$ cat src/rtl/npc_pkg.sv
// ----------------------------------------------------------------------------
// npc_pkg
// shared widths, codes and lane type of the nearest palette color search
// ----------------------------------------------------------------------------
package npc_pkg;

    localparam int CHAN_W  = 8;
    localparam int COLOR_W = 24;
    localparam int INDEX_W = 5;
    localparam int DIST_W  = 18;
    localparam int COUNT_W = 6;

    localparam logic [COUNT_W-1:0] COUNT_RESET = 6'd32;

    localparam logic FUNC_LOAD  = 1'b0;
    localparam logic FUNC_MATCH = 1'b1;

    // distance of one palette entry and whether it takes part in the search
    typedef struct packed {
        logic              en;
        logic [DIST_W-1:0] sq_dist;
    } lane_t;

endpackage

$ cat src/rtl/npc_lane.sv
// ----------------------------------------------------------------------------
// npc_lane
// squared rgb distance of the pixel to one palette entry, two register stages
// ----------------------------------------------------------------------------
module npc_lane
(
    input  logic                                clk,
    input  logic                                adv,
    input  logic                                en,
    input  logic [npc_pkg::CHAN_W-1:0]          red,
    input  logic [npc_pkg::CHAN_W-1:0]          green,
    input  logic [npc_pkg::CHAN_W-1:0]          blue,
    input  logic [npc_pkg::COLOR_W-1:0]         color,
    output npc_pkg::lane_t                      lane
);

    localparam int CW = npc_pkg::CHAN_W;
    localparam int DW = npc_pkg::DIST_W;

    logic [CW-1:0] pr;
    logic [CW-1:0] pg;
    logic [CW-1:0] pb;

    logic [CW-1:0] dr_reg;
    logic [CW-1:0] dg_reg;
    logic [CW-1:0] db_reg;
    logic          en_reg;

    logic [CW-1:0] dr_next;
    logic [CW-1:0] dg_next;
    logic [CW-1:0] db_next;

    logic [DW-1:0] dist_next;
    npc_pkg::lane_t lane_reg;

    assign pr = color[3*CW-1:2*CW];
    assign pg = color[2*CW-1:CW];
    assign pb = color[CW-1:0];

    // absolute channel differences
    assign dr_next = (red   > pr) ? (red   - pr) : (pr - red);
    assign dg_next = (green > pg) ? (green - pg) : (pg - green);
    assign db_next = (blue  > pb) ? (blue  - pb) : (pb - blue);

    assign dist_next = DW'(dr_reg) * DW'(dr_reg)
                     + DW'(dg_reg) * DW'(dg_reg)
                     + DW'(db_reg) * DW'(db_reg);

    always_ff @(posedge clk)
    begin
        if (adv)
        begin
            dr_reg           <= dr_next;
            dg_reg           <= dg_next;
            db_reg           <= db_next;
            en_reg           <= en;
            lane_reg.en      <= en_reg;
            lane_reg.sq_dist <= dist_next;
        end
    end

    assign lane = lane_reg;

endmodule

$ cat config.mk
export PLATFORM = sky130hd
export DESIGN_NAME = npc_lane
export DESIGN_NICKNAME = d
export VERILOG_FILES = /design/src/rtl/npc_pkg.sv /design/src/rtl/npc_lane.sv
export SDC_FILE = /design/constraint.sdc
export NUM_CORES = 1
export LEC_CHECK = 0
export CAP_MARGIN = 20
export CORE_ASPECT_RATIO = 1.5
export CORE_MARGIN = 1
export CORE_UTILIZATION = 50
export CTS_CLUSTER_SIZE = 20
export DETAILED_ROUTE_END_ITERATION = 7
export DONT_BUFFER_PORTS = 1
export GPL_TIMING_DRIVEN = 0
export PLACE_DENSITY = 0.62
export RECOVER_POWER = 25
export SLEW_MARGIN = 20
export SYNTH_ARGS = -nofsm -noshare
export SYNTH_HDL_FRONTEND = slang
export SYNTH_SLANG_ARGS = --single-unit
$ cat constraint.sdc
create_clock -name clk -period 7.4 [get_ports clk]
set_clock_uncertainty 0.1 [all_clocks]
set_input_delay 0.74 -clock clk [delete_from_list [all_inputs] [get_ports clk]]
set_output_delay 0.74 -clock clk [all_outputs]
set_load 0.01 [all_outputs]
==> results of run 1 <==
## synthesized netlist by cell type (2+ instances only)
cell type,count
inv_1,245
fa_1,137
ha_1,127
and2_1,59
nand2_1,46
edfxtp_1,44
a21oi_1,36
a21o_1,21
mux2i_1,21
xnor2_1,18
xor2_1,16
o21ai_0,13
nor2b_1,12
a31oi_1,11
nand4_1,10
nor2_1,10
buf_2,9
a211oi_1,6
clkbuf_1,6
nand3b_1,6
or2_2,5
a21o_2,3
a221oi_1,3
and3_1,3
buf_6,3
nand2b_1,3
nor3_1,3
a311oi_1,2
nand3_1,2
nor4_1,2
o211ai_1,2
o21a_1,2
## placed cells by master (no fill, tap or decap), types with 2 or more instances in the layout
cell	n
a311oi_1	2
xor2_1	16
o211ai_1	2
o21a_1	2
a211oi_1	6
nand3b_1	6
a221oi_1	3
a21o_2	3
and3_1	3
nand2_1	46
a31oi_1	11
mux2i_1	21
fa_1	137
clkbuf_16	5
buf_6	3
and2_1	59
or2_2	5
a21oi_1	36
buf_2	9
xnor2_1	18
nand4_1	10
nand3_1	2
nand2b_1	3
nor3_1	3
inv_1	245
o21ai_0	13
a21o_1	21
clkbuf_1	6
nor2_1	10
ha_1	127
edfxtp_1	44
nor2b_1	12
nor4_1	2
## through the flow
stage | setup slack, ns | util [%]
3_3_place_gp | 0.823 | 52.4
5_1_grt | 0.480 | 53.4
6_report | 0.798 | 53.4
3_5_place_dp | 0.777 | 52.4
2_1_floorplan | 1.45 | -
4_1_cts | 0.756 | 53.4
## cell type report
type / count / area share, %
plain buffers: 19 / 1.15
well taps: 213 / 2.88
multi-input cells: 593 / 69.9
clock inverters: 3 / 0.500
inverters: 245 / 9.93
flip-flops and latches: 44 / 14.3
clock buffers: 5 / 1.35
## path summary, 6_finish.rpt
check / startpoint / to / slack [ns] / cells after the start
max reg2reg: dr_reg[2]$_DFFE_PP_ / lane[14]$_DFFE_PP_ / 0.80 / 19
min: en_reg$_DFFE_PP_ / lane[18]$_DFFE_PP_ / 0.35 / 0
max: dr_reg[2]$_DFFE_PP_ / lane[14]$_DFFE_PP_ / 0.80 / 19
min reg2reg: en_reg$_DFFE_PP_ / lane[18]$_DFFE_PP_ / 0.35 / 0
## routing by layer
| layer | up-vias | track usage (%) | wire length (µm) |
|---|---|---|---|
| li1 | 2830 | - | - |
| met1 | 2893 | 20.4 | 6170 |
| met2 | 93 | 40.9 | 9650 |
| met3 | 21 | 1.83 | 413 |
| met4 | 0 | 5.15 | 314 |
| met5 | - | 0 | 0 |
## critical path: cells and delay by family (launching register included)
family                   cells  cell delay, ns
AO/OA/AOI/OAI                4            0.91
flip-flops                   1            0.62
buffers and inverters        5            0.28
adder cells (fa/ha/maj)      8            3.98
AND/OR/NAND/NOR              2            0.51
## logic make-up after synthesis
kind of cell / count (synthesis) / share of synthesized area (%)
fa+ha+maj: 264 / 49.1
mux: 21 / 2.38
simple gates: 163 / 10.0
xor+xnor: 34 / 3.37
compound gates: 111 / 8.58
flops: 44 / 15.0
buf+inv: 264 / 11.6
==> summary.md, run 1 <==
| Metric | Value |
|---|---|
| Outcome | `finished clean` |
| Drt drc | `0` |
| Post-Syn Area per Cell | `9.80 µm²` |
| Layout Nets | `1,223` |
| Initial antenna violation count | `0` |
| Vias in the first global route | `6,292` |
| Hpwl dp | `14.3 mm` |
| Die ar. | `18,200 µm²` |
| Setup TNS | `0 ns` |
| Cell variety after synth | `47` |
| Ys Warns | `0` |
| CORE AREA | `17,300 µm²` |
| Clock latency on the worst-skew pair | `0.29 ns` |
| Sequential element share of the synthesized area | `15.0%` |
| Fillers | `1,615` |
| Final GP Congestion | `0.859` |
| CTS clk-pin slew, worst paths | `0.07 ns` |
| Die Wd | `110 µm` |
| Worst Setup End Kind | `flip-flop` |
| Grt total ovfl | `0` |
| Routed via count | `5,837` |
| Critical path class | `flip-flop to flip-flop` |
| Slew Limit Fails | `0` |
| Worst Setup Start Kind | `flip-flop` |
| Die Y | `165 µm` |
| CTS tree | `yes` |
| Multi-input combinational cell area | `6480 µm²` |
| Cell taking the most area after synthesis | `fa_1` |
| Placement Cell Area | `9090 µm²` |
| Layout cells sized above 1 | `3.52%` |
| First-pass GRT wire length | `28.4 mm` |
| Routed Wire Length | `16.5 mm` |
| Critical Path AT | `6.58 ns` |
| FP Rows | `59` |
| WHS | `0.346 ns` |
| Vias per inst | `5.20` |
| Final setup vio count | `0` |
| Num CTS Buffers | `5` |
| Placed insts | `1,114` |
| Storage cell area | `1320 µm²` |
| H-tree depth | `2` |
| Root buf cell | `clkbuf_16` |
| Post-DR wirelength/cell | `14.7 µm` |
| Post-CTS setup buffer count | `0` |
| Post-route ant nets | `0` |
| Mapped cell area | `8830 µm²` |
| Min cycle time layout | `6.60 ns` |
| Initial Util | `50.9%` |
| DRT Pass-1 Iters | `7` |
| Number of top-level design ports | `70` |
| Area share of the largest cell type after synthesis | `31.1%` |
| Cells after synthesis | `901` |
| Slowest cell delay on critical path | `0.62 ns` |
| Ys async rst share | `0%` |
| Max Cap Viol | `0` |
| Largest net degree at the start of global routing | `45` |
| First DRT Iteration DRCs | `214` |
| GR Util All Layers | `19.5%` |
| Post-synth EDFFs | `44` |
| CTS max path bufs | `2` |
| Largest register FFs | `19` |
| Worst slew margin | `63.1%` |
| Final worst path period share | `89.2%` |
| Least-Margin Pin Slew | `0.554 ns` |
| Area Growth Syn to Fin | `4.96%` |
| CP max-delay cell | `edfxtp_1` |
| Port bufs | `0` |
| Post-cts gate resize count | `0` |
| Area contributors post-synth | `fa_1, ha_1, edfxtp_1, inv_1, and2_1` |
| Antenna Cells | `0` |
| Synthesized flop and latch total | `44` |
| Crit path cell chain | `nand2_1 -> fa_1 -> inv_1 -> fa_1 -> inv_1 -> fa_1 -> fa_1 -> inv_1 -> fa_1 -> inv_1 -> fa_1 -> fa_1 -> inv_1 -> ha_1 -> a21o_1 -> a21oi_1 -> a21oi_1 -> or2_2 -> o311ai_0` |
| Post-synthesis net count | `1,216` |
| Fin cells | `1,122` |
| FMAX | `151 MHz` |
| HP Class | `flip-flop to flip-flop` |
| RSZ-0062 raised after global routing | `no` |
| Cell area after layout | `9270 µm²` |
| Most used cell along the critical path | `fa_1` |
| Final Hold Viols | `0` |
| Clk sinks | `44` |
| Crit Path Max Fanout | `9` |
| Dominant synthesized flop cell | `edfxtp_1` |
| Worst path required time | `7.38 ns` |
| # hold bufs at CTS | `0` |
Power of run 1 is left out: the tool's default activity adds up to more than one toggle a clock period on the data nets, which glitch-free logic cannot reach.
==> run 2: changes to the inputs <==
- CORE_MARGIN: 1 -> 8
- PLACE_DENSITY: 0.62 -> 0.65
==> summary.md, run 2 (synthesis gave the netlist of run 1 again) <==
| Metric | Value |
|---|---|
| CTS max path bufs | `2` |
| Layout cells sized above 1 | `3.52%` |
| HP Class | `flip-flop to flip-flop` |
| Worst Setup Start Kind | `flip-flop` |
| FP Rows | `59` |
| Post-cts gate resize count | `0` |
| Placed insts | `1,114` |
| CTS clk-pin slew, worst paths | `0.07 ns` |
| Max Cap Viol | `0` |
| Clk sinks | `44` |
| Num CTS Buffers | `5` |
| Min cycle time layout | `6.58 ns` |
| Antenna Cells | `0` |
| RSZ-0062 raised after global routing | `no` |
| Reg2reg start | `db_reg[0]$_DFFE_PP_` |
| DRT Pass-1 Iters | `4` |
| Hold path endpoint | `lane[18]$_DFFE_PP_` |
| First DRT Iteration DRCs | `280` |
| Worst setup margin | `0.820 ns` |
| Outcome | `finished clean` |
| Worst path required time | `7.40 ns` |
| Most frequent cells in the layout | `inv_1, fa_1, ha_1` |
| Die Wd | `124 µm` |
| FF-to-FF setup slack | `0.82 ns` |
| Die ar. | `22,200 µm²` |
| Worst Setup End Kind | `flip-flop` |
| Root buf cell | `clkbuf_16` |
| Hold-critical path depth | `0` |
| Critical Path AT | `6.58 ns` |
| CORE AREA | `17,300 µm²` |
| Post-DR wirelength/cell | `15.0 µm` |
| GR Util All Layers | `15.6%` |
| Vias per inst | `5.18` |
| CTS tree | `yes` |
| Routed via count | `5,807` |
| Cell depth of the worst flop-to-flop path | `19` |
| Hpwl dp | `14.6 mm` |
| Final Hold Viols | `0` |
| Setup TNS | `0 ns` |
| Largest register FFs | `19` |
| Critical path class | `flip-flop to flip-flop` |
| Fin cells | `1,122` |
| Die Y | `179 µm` |
| Grt total ovfl | `0` |
| Worst slew margin | `64.9%` |
| Least-Margin Pin Slew | `0.521 ns` |
| Hold path start | `en_reg$_DFFE_PP_` |
| Largest net degree at the start of global routing | `45` |
| FMAX | `152 MHz` |
| Dpl ws | `0.789 ns` |
| Leading cell type in the layout, fill and taps excluded | `inv_1` |
| Reg2reg end | `lane[14]$_DFFE_PP_` |
| Fillers | `1,589` |
| Port bufs | `0` |
| Routed Wire Length | `16.8 mm` |
| Initial antenna violation count | `0` |
| Area Growth Syn to Fin | `4.96%` |
| Final worst path period share | `88.9%` |
| H-tree depth | `2` |
| Clock latency on the worst-skew pair | `0.30 ns` |
| Crit Path Max Fanout | `10` |
| Post-CTS setup buffer count | `0` |
| Layout Nets | `1,223` |
| Drt drc | `0` |
| Final setup vio count | `0` |
| Number of top-level design ports | `70` |
| Vias in the first global route | `6,290` |
| Initial Util | `50.9%` |
| # hold bufs at CTS | `0` |
| Final GP Congestion | `0.897` |
| Post-route ant nets | `0` |
| First-pass GRT wire length | `28.5 mm` |
| Slew Limit Fails | `0` |
==> run 2: through the flow <==
step / hold WS [ns] / util, % / area (µm²)
floorplan: 0.300 / - / 8830
finish: 0.327 / 53.4 / 9270
global placement: 0.302 / 52.4 / 9090
CTS: 0.323 / 53.4 / 9270
global route: 0.329 / 53.4 / 9270
detailed placement: 0.307 / 52.4 / 9090
==> run 2: worst max-delay path by stage <==
stage	from	to	slack (ns)	depth (start not counted)
global route	db_reg[0]$_DFFE_PP_	lane[14]$_DFFE_PP_	0.47	19
CTS	db_reg[0]$_DFFE_PP_	lane[14]$_DFFE_PP_	0.77	19
floorplan	dr_reg[2]$_DFFE_PP_	lane[14]$_DFFE_PP_	1.45	19
global placement	db_reg[0]$_DFFE_PP_	lane[14]$_DFFE_PP_	0.77	19
finish	db_reg[0]$_DFFE_PP_	lane[14]$_DFFE_PP_	0.82	19
detailed placement	db_reg[0]$_DFFE_PP_	lane[14]$_DFFE_PP_	0.79	19
==> run 2: critical path, stage by stage, from the launching register on <==
cell      delay, ns
edfxtp_1       0.50
clkbuf_1       0.40
and2_1         0.22
inv_1          0.05
fa_1           0.50
fa_1           0.44
fa_1           0.51
inv_1          0.06
fa_1           0.53
fa_1           0.50
inv_1          0.05
fa_1           0.45
fa_1           0.52
inv_1          0.05
ha_1           0.34
a21o_1         0.18
a21oi_1        0.21
a21oi_1        0.16
or2_2          0.31
o311ai_0       0.30
==> run 2: final cells by class <==
cell class / instances / area (µm²) / area share [%]
clock inverter: 3 / 46.3 / 0.500
multi-input combinational: 593 / 6480 / 69.9
buffer: 19 / 106 / 1.15
clock buffer: 5 / 125 / 1.35
tap: 213 / 267 / 2.88
sequential: 44 / 1320 / 14.3
inverter: 245 / 920 / 9.93
==> run 2: per-layer routing <==
| metal | wire length (µm) | global-route usage, % | vias up |
|---|---|---|---|
| li1 | - | - | 2830 |
| met1 | 5940 | 15.0 | 2879 |
| met2 | 10100 | 33.3 | 79 |
| met3 | 417 | 2.01 | 19 |
| met4 | 284 | 4.18 | 0 |
| met5 | 0 | 0 | - |
Power of run 2 is left out for the same reason.
==> run 3: changes to the inputs <==
- clock period: 7.4 -> 6.8 ns (I/O delays scaled with it)
==> summary.md, run 3 (synthesis gave the netlist of run 1 again) <==
| Metric | Value |
|---|---|
| Outcome | `finished clean` |
| Routed via count | `5,847` |
| Hold path start | `en_reg$_DFFE_PP_` |
| Worst Setup Start Kind | `flip-flop` |
| RSZ-0062 raised after global routing | `no` |
| First-pass GRT wire length | `28.5 mm` |
| # hold bufs at CTS | `0` |
| Clock latency on the worst-skew pair | `0.30 ns` |
| Initial antenna violation count | `0` |
| Largest register FFs | `19` |
| Worst setup margin | `0.342 ns` |
| Num CTS Buffers | `5` |
| Reg2reg end | `lane[14]$_DFFE_PP_` |
| Antenna Cells | `0` |
| Most frequent cells in the layout | `inv_1, fa_1, ha_1` |
| Clk sinks | `44` |
| Hold path endpoint | `lane[18]$_DFFE_PP_` |
| Hpwl dp | `14.6 mm` |
| Layout cells sized above 1 | `3.74%` |
| Least-Margin Pin Slew | `0.521 ns` |
| Post-DR wirelength/cell | `14.9 µm` |
| CTS max path bufs | `2` |
| Leading cell type in the layout, fill and taps excluded | `inv_1` |
| Post-route ant nets | `0` |
| Placed insts | `1,114` |
| Dpl ws | `0.189 ns` |
| Drt drc | `0` |
| Area Growth Syn to Fin | `5.06%` |
| Grt total ovfl | `0` |
| Worst Setup End Kind | `flip-flop` |
| WL met2 | `10.1 mm` |
| Min cycle time layout | `6.46 ns` |
| FP Rows | `59` |
| Setup TNS | `0 ns` |
| Crit Path Max Fanout | `10` |
| Fillers | `1,587` |
| Max Cap Viol | `0` |
| HP Class | `flip-flop to flip-flop` |
| Port bufs | `0` |
| Most used cell along the critical path | `fa_1` |
| Worst slew margin | `64.9%` |
| Die ar. | `22,200 µm²` |
| Reg2reg start | `dr_reg[0]$_DFFE_PP_` |
| Root buf cell | `clkbuf_16` |
| Largest net degree at the start of global routing | `45` |
| Critical Path AT | `6.46 ns` |
| Number of top-level design ports | `70` |
| CORE AREA | `17,300 µm²` |
| Routed Wire Length | `16.8 mm` |
| Slew Limit Fails | `0` |
| Initial Util | `50.9%` |
| Die Wd | `124 µm` |
| Final worst path period share | `95.0%` |
| Largest delay share family, worst path | `adder cells` |
| Final setup vio count | `0` |
| Cell depth of the worst flop-to-flop path | `19` |
| FMAX | `155 MHz` |
| Final GP Congestion | `0.897` |
| Worst path required time | `6.80 ns` |
| CTS tree | `yes` |
| Storage cell area | `1320 µm²` |
| Final Hold Viols | `0` |
| Vias in the first global route | `6,290` |
| Crit path cell chain | `nand2_1 -> fa_1 -> inv_1 -> fa_1 -> inv_1 -> fa_1 -> fa_1 -> inv_1 -> fa_1 -> inv_1 -> fa_1 -> fa_1 -> inv_1 -> ha_1 -> a21o_1 -> a21oi_1 -> a21oi_1 -> or2_2 -> o311ai_0` |
| CTS clk-pin slew, worst paths | `0.07 ns` |
| First DRT Iteration DRCs | `273` |
| Multi-input combinational cell area | `6480 µm²` |
| Die Y | `179 µm` |
| Critical path class | `flip-flop to flip-flop` |
| Fin cells | `1,123` |
| FF-to-FF setup slack | `0.34 ns` |
| Wire length on met3 | `485 µm` |
| DRT Pass-1 Iters | `4` |
| Slowest cell delay on critical path | `0.65 ns` |
| Hold-critical path depth | `0` |
| WL met1 | `5.89 mm` |
| Vias per inst | `5.21` |
| CP max-delay cell | `edfxtp_1` |
| Top layer in use | `met4` |
| Layout Nets | `1,224` |
| CP bufs+invs | `5` |
| GR Util All Layers | `15.6%` |
| H-tree depth | `2` |
[run 3: how the worst max path moves through the flow]
stage	startpoint	endpoint	slack [ns]	depth (start not counted)
floorplan	dr_reg[2]$_DFFE_PP_	lane[14]$_DFFE_PP_	0.85	19
global placement	db_reg[0]$_DFFE_PP_	lane[14]$_DFFE_PP_	0.17	19
detailed placement	db_reg[0]$_DFFE_PP_	lane[14]$_DFFE_PP_	0.19	19
CTS	db_reg[0]$_DFFE_PP_	lane[14]$_DFFE_PP_	0.17	19
global route	dr_reg[0]$_DFFE_PP_	lane[14]$_DFFE_PP_	0.02	19
finish	dr_reg[0]$_DFFE_PP_	lane[14]$_DFFE_PP_	0.34	19
[run 3: timing repair]
action,4_1_cts,5_1_grt
resized for setup,0,2
endpoints found under the setup margin,0,2
setup buffers,0,1
[run 3: metrics by stage]
step | hold WS, ns | utilization (%) | cell area (µm²)
floorplan | 0.300 | - | 8830
global placement | 0.302 | 52.4 | 9090
detailed placement | 0.307 | 52.4 | 9090
CTS | 0.323 | 53.4 | 9270
global route | 0.329 | 53.5 | 9270
finish | 0.327 | 53.5 | 9270
[run 3: layout make-up]
class / instances / share of cell area (%)
Buffer: 19 / 1.16
Clock buffer: 5 / 1.35
Clock inverter: 3 / 0.499
Inverter: 245 / 9.92
Multi-Input combinational cell: 593 / 69.9
Sequential cell: 44 / 14.2
Tap cell: 213 / 2.87
Timing Repair Buffer: 1 / 0.0809
[run 3: metal layers]
| metal | GRT usage [%] | up-vias |
|---|---|---|
| met5 | 0 | - |
| met4 | 4.18 | 0 |
| met3 | 2.01 | 19 |
| met2 | 33.3 | 90 |
| met1 | 15.0 | 2906 |
| li1 | - | 2832 |
[run 3: worst register-to-register path, stage by stage, from the launching register on]
cell and delay, ns:
edfxtp_1 0.65, nand2_1 0.17, fa_1 0.50, inv_1 0.05, fa_1 0.53, inv_1 0.06
fa_1 0.51, fa_1 0.53, inv_1 0.06, fa_1 0.53, inv_1 0.05, fa_1 0.45
fa_1 0.52, inv_1 0.05, ha_1 0.34, a21o_1 0.18, a21oi_1 0.21, a21oi_1 0.17
or2_2 0.32, o311ai_0 0.30
Power of run 3 is left out for the same reason.
